`src/hdl/assert_macros.svh`:
```
// assertion macros shared by the thermistor converter rtl
// expects clk and rst_n in the scope of each use
`ifndef ASSERT_MACROS_SVH
`define ASSERT_MACROS_SVH

// property checked on every rising clock edge, off while in reset
`define T2C_ASSERT(lbl, prop) \
    lbl: assert property (@(posedge clk) disable iff (!rst_n) (prop)) \
        else $error("t2c check failed");

// antecedent now, consequent on the following edge
`define T2C_ASSERT_NEXT(lbl, ante, cons) \
    lbl: assert property (@(posedge clk) disable iff (!rst_n) (ante) |=> (cons)) \
        else $error("t2c check failed");

`endif

```
`src/hdl/t2c_pkg.sv`:
```
// widths, constants and shared types of the thermistor to celsius converter
// no dependencies
package t2c_pkg;

    localparam int VOLT_W    = 13;
    localparam int SER_W     = 20;
    localparam int SUP_W     = 13;
    localparam int COEF_W    = 40;
    localparam int COEF_H    = COEF_W / 2;
    localparam int TEMP_W    = 18;
    localparam int CFG_IDX_W = 3;

    localparam int NUM_W   = SER_W + SUP_W;
    localparam int RQ_FRAC = 16;
    localparam int RQ_W    = NUM_W + RQ_FRAC;
    localparam int ZC_W    = 6;
    localparam int MANT_W  = 31;
    localparam int FRAC_W  = 24;
    localparam int IP_W    = 7;
    localparam int LOG_W   = IP_W + FRAC_W;
    localparam int MAG_W   = 30;

    localparam int LN2_W   = 32;
    localparam logic [LN2_W-1:0] LN2_Q32 = 32'd2977044472;
    localparam int LM_SH   = 40;
    localparam int LM_W    = 22;
    localparam int L_FRAC  = 16;
    localparam int L2_W    = 28;
    localparam int L3_W    = 34;
    localparam int L3_H    = 17;
    localparam int TB_W    = 46;
    localparam int TC_W    = 58;
    localparam int SUM_W   = 59;
    localparam int D_W     = 61;
    localparam int KNUM_W  = 60;
    localparam int KQ_W    = 17;

    localparam logic [KNUM_W-1:0] KELVIN_NUM = 60'd28147497671065600;
    localparam logic [KQ_W-1:0]   K_MAX      = 17'd127314;
    localparam logic [TEMP_W-1:0] ZERO_C_CDEG = 18'd27315;
    localparam logic signed [TEMP_W-1:0] TEMP_LO = -18'sd27315;
    localparam logic signed [TEMP_W-1:0] TEMP_HI = 18'sd99999;

    localparam logic [SER_W-1:0]  SER_RST  = 20'd10000;
    localparam logic [SUP_W-1:0]  SUP_RST  = 13'd5000;
    localparam logic [COEF_W-1:0] COEF_A_RST = 40'd284078485700;
    localparam logic [COEF_W-1:0] COEF_B_RST = 40'd66946161695;
    localparam logic [COEF_W-1:0] COEF_C_RST = 40'd56835503;

    typedef enum logic [CFG_IDX_W-1:0] {
        REG_SERIES = 3'd0,
        REG_SUPPLY = 3'd1,
        REG_COEF_A = 3'd2,
        REG_COEF_B = 3'd3,
        REG_COEF_C = 3'd4
    } cfg_reg_t;

    typedef struct packed {
        logic vld;
        logic ok;
    } t2c_tag_t;

endpackage

```
`src/hdl/t2c_rdiv.sv`:
```
// pipelined restoring divider for the thermistor resistance, one quotient bit per stage
// depends on t2c_pkg
module t2c_rdiv
    import t2c_pkg::*;
(
    input  logic              clk,
    input  logic              rst_n,
    input  logic              adv,
    input  t2c_tag_t          tag_in,
    input  logic [NUM_W-1:0]  num_in,
    input  logic [VOLT_W-1:0] den_in,
    output t2c_tag_t          tag_out,
    output logic [RQ_W-1:0]   quo_out
);

    localparam int STAGES = RQ_W;

    t2c_tag_t          tag_reg [STAGES];
    logic [VOLT_W-1:0] rem_reg [STAGES];
    logic [VOLT_W-1:0] den_reg [STAGES];
    logic [RQ_W-1:0]   wrd_reg [STAGES];

    for (genvar s = 0; s < STAGES; s++)
    begin : g_stage
        t2c_tag_t          tag_prev;
        logic [VOLT_W-1:0] rem_prev;
        logic [VOLT_W-1:0] den_prev;
        logic [RQ_W-1:0]   wrd_prev;
        logic [VOLT_W:0]   trial;
        logic              ge;

        if (s == 0)
        begin : g_first
            assign tag_prev = tag_in;
            assign rem_prev = '0;
            assign den_prev = den_in;
            assign wrd_prev = {num_in, {RQ_FRAC{1'b0}}};
        end
        else
        begin : g_next
            assign tag_prev = tag_reg[s-1];
            assign rem_prev = rem_reg[s-1];
            assign den_prev = den_reg[s-1];
            assign wrd_prev = wrd_reg[s-1];
        end

        // partial remainder takes the next numerator bit from the top of the word
        assign trial = {rem_prev, wrd_prev[RQ_W-1]};
        assign ge    = trial >= {1'b0, den_prev};

        always_ff @(posedge clk or negedge rst_n)
        begin
            if (!rst_n)
                tag_reg[s] <= '0;
            else if (adv)
                tag_reg[s] <= tag_prev;
        end

        always_ff @(posedge clk)
        begin
            if (adv)
            begin
                rem_reg[s] <= ge ? VOLT_W'(trial - {1'b0, den_prev}) : trial[VOLT_W-1:0];
                den_reg[s] <= den_prev;
                wrd_reg[s] <= {wrd_prev[RQ_W-2:0], ge};
            end
        end
    end

    assign tag_out = tag_reg[STAGES-1];
    assign quo_out = wrd_reg[STAGES-1];

endmodule

```
`config.mk`:
```
export PLATFORM = sky130hd
export DESIGN_NAME = t2c_rdiv
export DESIGN_NICKNAME = d
export VERILOG_FILES = /design/src/hdl/assert_macros.svh /design/src/hdl/t2c_pkg.sv /design/src/hdl/t2c_rdiv.sv
export SDC_FILE = /design/constraint.sdc
export NUM_CORES = 2
export LEC_CHECK = 0
export BUFFER_PORTS_ARGS = -buffer_cell sky130_fd_sc_hd__buf_2
export CORE_MARGIN = 5
export CORE_UTILIZATION = 40
export DETAILED_ROUTE_END_ITERATION = 6
export PLACE_DENSITY_LB_ADDON = 0.05
export SETUP_SLACK_MARGIN = 0.1
export SYNTH_ARGS = -nofsm -noshare
export SYNTH_HDL_FRONTEND = slang
export SYNTH_SLANG_ARGS = --single-unit
```
`constraint.sdc`:
```
create_clock -name clk -period 3.1 [get_ports clk]
set_input_delay 0.62 -clock clk [delete_from_list [all_inputs] [get_ports clk]]
set_output_delay 0.62 -clock clk [all_outputs]
set_load 0.02 [all_outputs]
```
==> impl_metrics.yaml <==
outcome:
  status: "completed"
worst_setup_path:
  critPathCaptureType: "register"
  cpMaxStageDelayCell: "edfxtp_1"
  cp.buffers_inverters: 4
  worstSetupEndpoint: "rem_reg[28][2]"
  crit_fanout: 6
  ff2ff_path_depth: 13
  startpoint: "wrd_reg[1][587]"
  critPathTopFamily: "compound AO/OA/AOI/OAI gates"
  critical_path_class: "register to register"
  reg2reg_from: "wrd_reg[1][587]"
  cp.arrival_ns: 3.60
  worstReg2RegEnd: "rem_reg[28][2]"
  crit_cells: 13
  crit_path_cell_trace: "inv_2, ha_4, inv_2, fa_2, a211oi_2, o21bai_1, a21oi_2, a21oi_2, o2111ai_2, nor4b_4, buf_4, clkbuf_16, mux2_4"
  slowest_delay_ns: 0.38
  required_ns: 3.73
  critPathLaunchType: "register"
  rrSetupSlack_ns: 0.13
power:
  p_leak_uw: 0.0581
  vdd_ir_drop_max_mv: 0.468
  powerDensity_nw_per_um2: 959
  power.total_uw: 146000
timing:
  setup_viol: 0
  period_minus_slack_ns: 2.97
  slew_headroom: 0.452
  timing.final.crit_share: 0.957
  finalHoldViolations: 0
  fin_tns_setup_ns: 0
  rsz0062_at_grt: "yes"
  holdWs_ns: 0.139
  maxSlewViolCount: 0
  finClkSkew_ns: 0.0311
  fmax_mhz: 337
  tightest_slew_ns: 0.822
global_routing:
  grt-ovfl-total: 0
  grt_usage: 0.131
  grt_pass1_wl_um: 366000
  grt_pass1_vias: 68200
  antenna_found_initial: 2
  grt_start_max_net_pins: 123
drt:
  drtIter0Drc: 3623
  wirelength_um: 229000
  wl_per_cell_um: 16.8
  first_pass_iters: 5
  via_per_inst: 4.90
  postRouteAntennaNets: 0
  drc: 0
  vias: 66700
floorplanning:
  rows: 209
  die_x_um: 581
  die_y_um: 581
  die_area_um2: 338000
  io_pins: 102
  start_util: 0.402
  core-area_um2: 325000
logic_synthesis:
  synth_area_um2: 131000
  synth_edf_count: 3001
  ys_ff_latch: 3099
  yosysWarningCount: 0
  synth_cell_types: 77
  synth_seq_area_share: 0.709
  synth_nets: 9035
  avgSynthCellArea_um2: 15.7
  async_flop_share: 0.0316
  syn_inst: 8312
  synthFlopType: "edfxtp_1"
placement:
  place_area_um2: 138000
  gp_congestion: 0.838
  place_hpwl_um: 150000
  port_buffers: 101
clock_network:
  cts_max_level: 5
  clk_pin_slew_worst_paths_ns: 0.06
  cts_tree: "built"
  cts_sinks: 3099
  clockBufferDepth: 4
  clock_latency_ns: 0.88
  cts_buffers: 346
  cts_root_buf: "clkbuf_16"
finish:
  drive_gt1_frac: 0.179
  nets: 9753
  final_util: 0.469
  area_delta_synth_final_pct: 16.5
  postLayoutCellArea_um2: 152000
  fill_cells: 27900
  largest_reg_flops: 1753
worst_hold_path:
  min_path_type: "primary input to register"
flow_run:
  drv_cap: 0
-- metrics by stage --
stage	cells	worst slack, ns
CTS	13600	0.0472
global placement	12800	0.0211
finish	13600	0.132
global route	13600	-0.0538
detailed placement	12800	-0.0279
floorplan	8312	0.143
-- repair_timing --
action                                  4_1_cts  5_1_grt
hold buffers                                 48        0
endpoints found under the hold margin        98        0
cloned                                        3       12
endpoints found under the setup margin      179      367
resized for setup                            48      292
pin swaps                                    10       86
buffers inserted                             52       48
-- per-layer routing --
metal / global-route usage / share of wire / routed length (µm)
met5: 0 / 0 / 0
met4: 0.0459 / 0.032 / 7310
met3: 0.0187 / 0.032 / 7360
met2: 0.219 / 0.48 / 109000
met1: 0.177 / 0.46 / 105000
-- worst register-to-register path, delay by kind of cell (launching register included) --
kind                     cells  cell delay, ns
AO/OA/AOI/OAI                5            0.83
adder cells (fa/ha/maj)      2            0.51
buffers and inverters        4            0.46
flip-flops                   1            0.38
multiplexers                 1            0.29
AND/OR/NAND/NOR              1            0.24
-- cells in the mapped netlist (31+ instances only) --
cell      count  share of area
a211oi_1     44         0.0025
a21o_1      157         0.0090
a21oi_1     446          0.017
and2_1       42         0.0020
and3_1       39         0.0019
buf_2        34         0.0013
dfrtp_1      98          0.019
edfxtp_1   3001           0.69
fa_1         47         0.0072
ha_1        625          0.060
inv_1       771          0.022
mux2_2      503          0.043
mux2i_1      62         0.0048
nand2_1     281         0.0081
nand2b_1     78         0.0037
nand3_1      42         0.0016
nand4_1      69         0.0033
nor2_1      375          0.011
nor2b_1      92         0.0044
nor3_1       92         0.0035
o21a_1       90         0.0052
o21ai_0     321          0.012
o21ba_2      31         0.0024
o21bai_1     45         0.0026
xnor2_1     260          0.017
xor2_1      171          0.011
-- logic make-up (layout without fill, tap and decap cells) --
| logic type | Yosys count | count (layout) | share of synthesized area |
|---|---|---|---|
| AO/OA/AOI/OAI | 1435 | 1435 | 0.0712 |
| XOR/XNOR | 431 | 431 | 0.0289 |
| adder cells (fa/ha/maj) | 672 | 672 | 0.0671 |
| buffers and inverters | 861 | 1852 | 0.0263 |
| flip-flops | 3099 | 3099 | 0.709 |
| multiplexers | 566 | 566 | 0.0482 |
| other | 0 | 5 | 0 |
| AND/OR/NAND/NOR | 1248 | 1248 | 0.0491 |
-- area by class of cell --
cell class / count / area (µm²) / share of cell area
antenna: 5 / 12.5 / 0.0000823
clock buffer: 423 / 9120 / 0.0599
clock inverter: 198 / 1860 / 0.0123
inverter: 771 / 2890 / 0.0190
multi-input combinational: 4352 / 35700 / 0.235
sequential: 3099 / 92600 / 0.609
tap: 4325 / 5410 / 0.0356
timing repair buffer: 460 / 4490 / 0.0295
-- placed cells by master, fill, tap and decap left out, types with 29 or more instances in the layout --
cell	synthesis	layout
nand3_1	42	42
inv_2	0	32
clkinv_1	0	76
clkbuf_16	0	365
mux2_2	503	335
o21ba_2	31	31
a21oi_1	446	432
dlygate4sd3_1	0	48
and3_1	39	39
mux2_4	0	168
a21o_1	157	157
o21bai_1	45	45
bufinv_16	0	29
nand2b_1	78	78
dfrtp_1	98	98
xnor2_1	260	260
ha_1	625	606
o21a_1	90	90
nor2b_1	92	92
and2_1	42	42
a21oi_2	22	36
nand2_1	281	281
nor3_1	92	90
mux2i_1	62	59
edfxtp_1	3001	3001
o21ai_0	321	318
clkinv_2	0	60
nand4_1	69	69
buf_4	6	213
nor2_1	375	375
inv_1	771	739
clkbuf_1	30	68
buf_12	0	71
xor2_1	171	171
buf_2	34	99
-- how the worst min path moves through the flow --
stage | from | to | slack, ns | depth (start not counted)
4_1_cts | num_in[32] | rem_reg[0][0] | 0.04 | 3
2_1_floorplan | rst_n | g_stage[10].tag_prev[0] | 0.32 | 0
6_report | num_in[32] | rem_reg[0][0] | 0.14 | 3
3_5_place_dp | wrd_reg[0][83] | wrd_reg[0][133] | 0.40 | 0
3_3_place_gp | wrd_reg[2][28] | wrd_reg[2][78] | 0.40 | 0
5_1_grt | num_in[32] | rem_reg[0][0] | 0.14 | 3
-- where the power goes --
group          internal, µW  switching [µW]
Combinational         24200           22400
Clock                 23400           16300
Sequential            55800            3950
Total                103000           42600
Power figures use the tool's default switching activity.
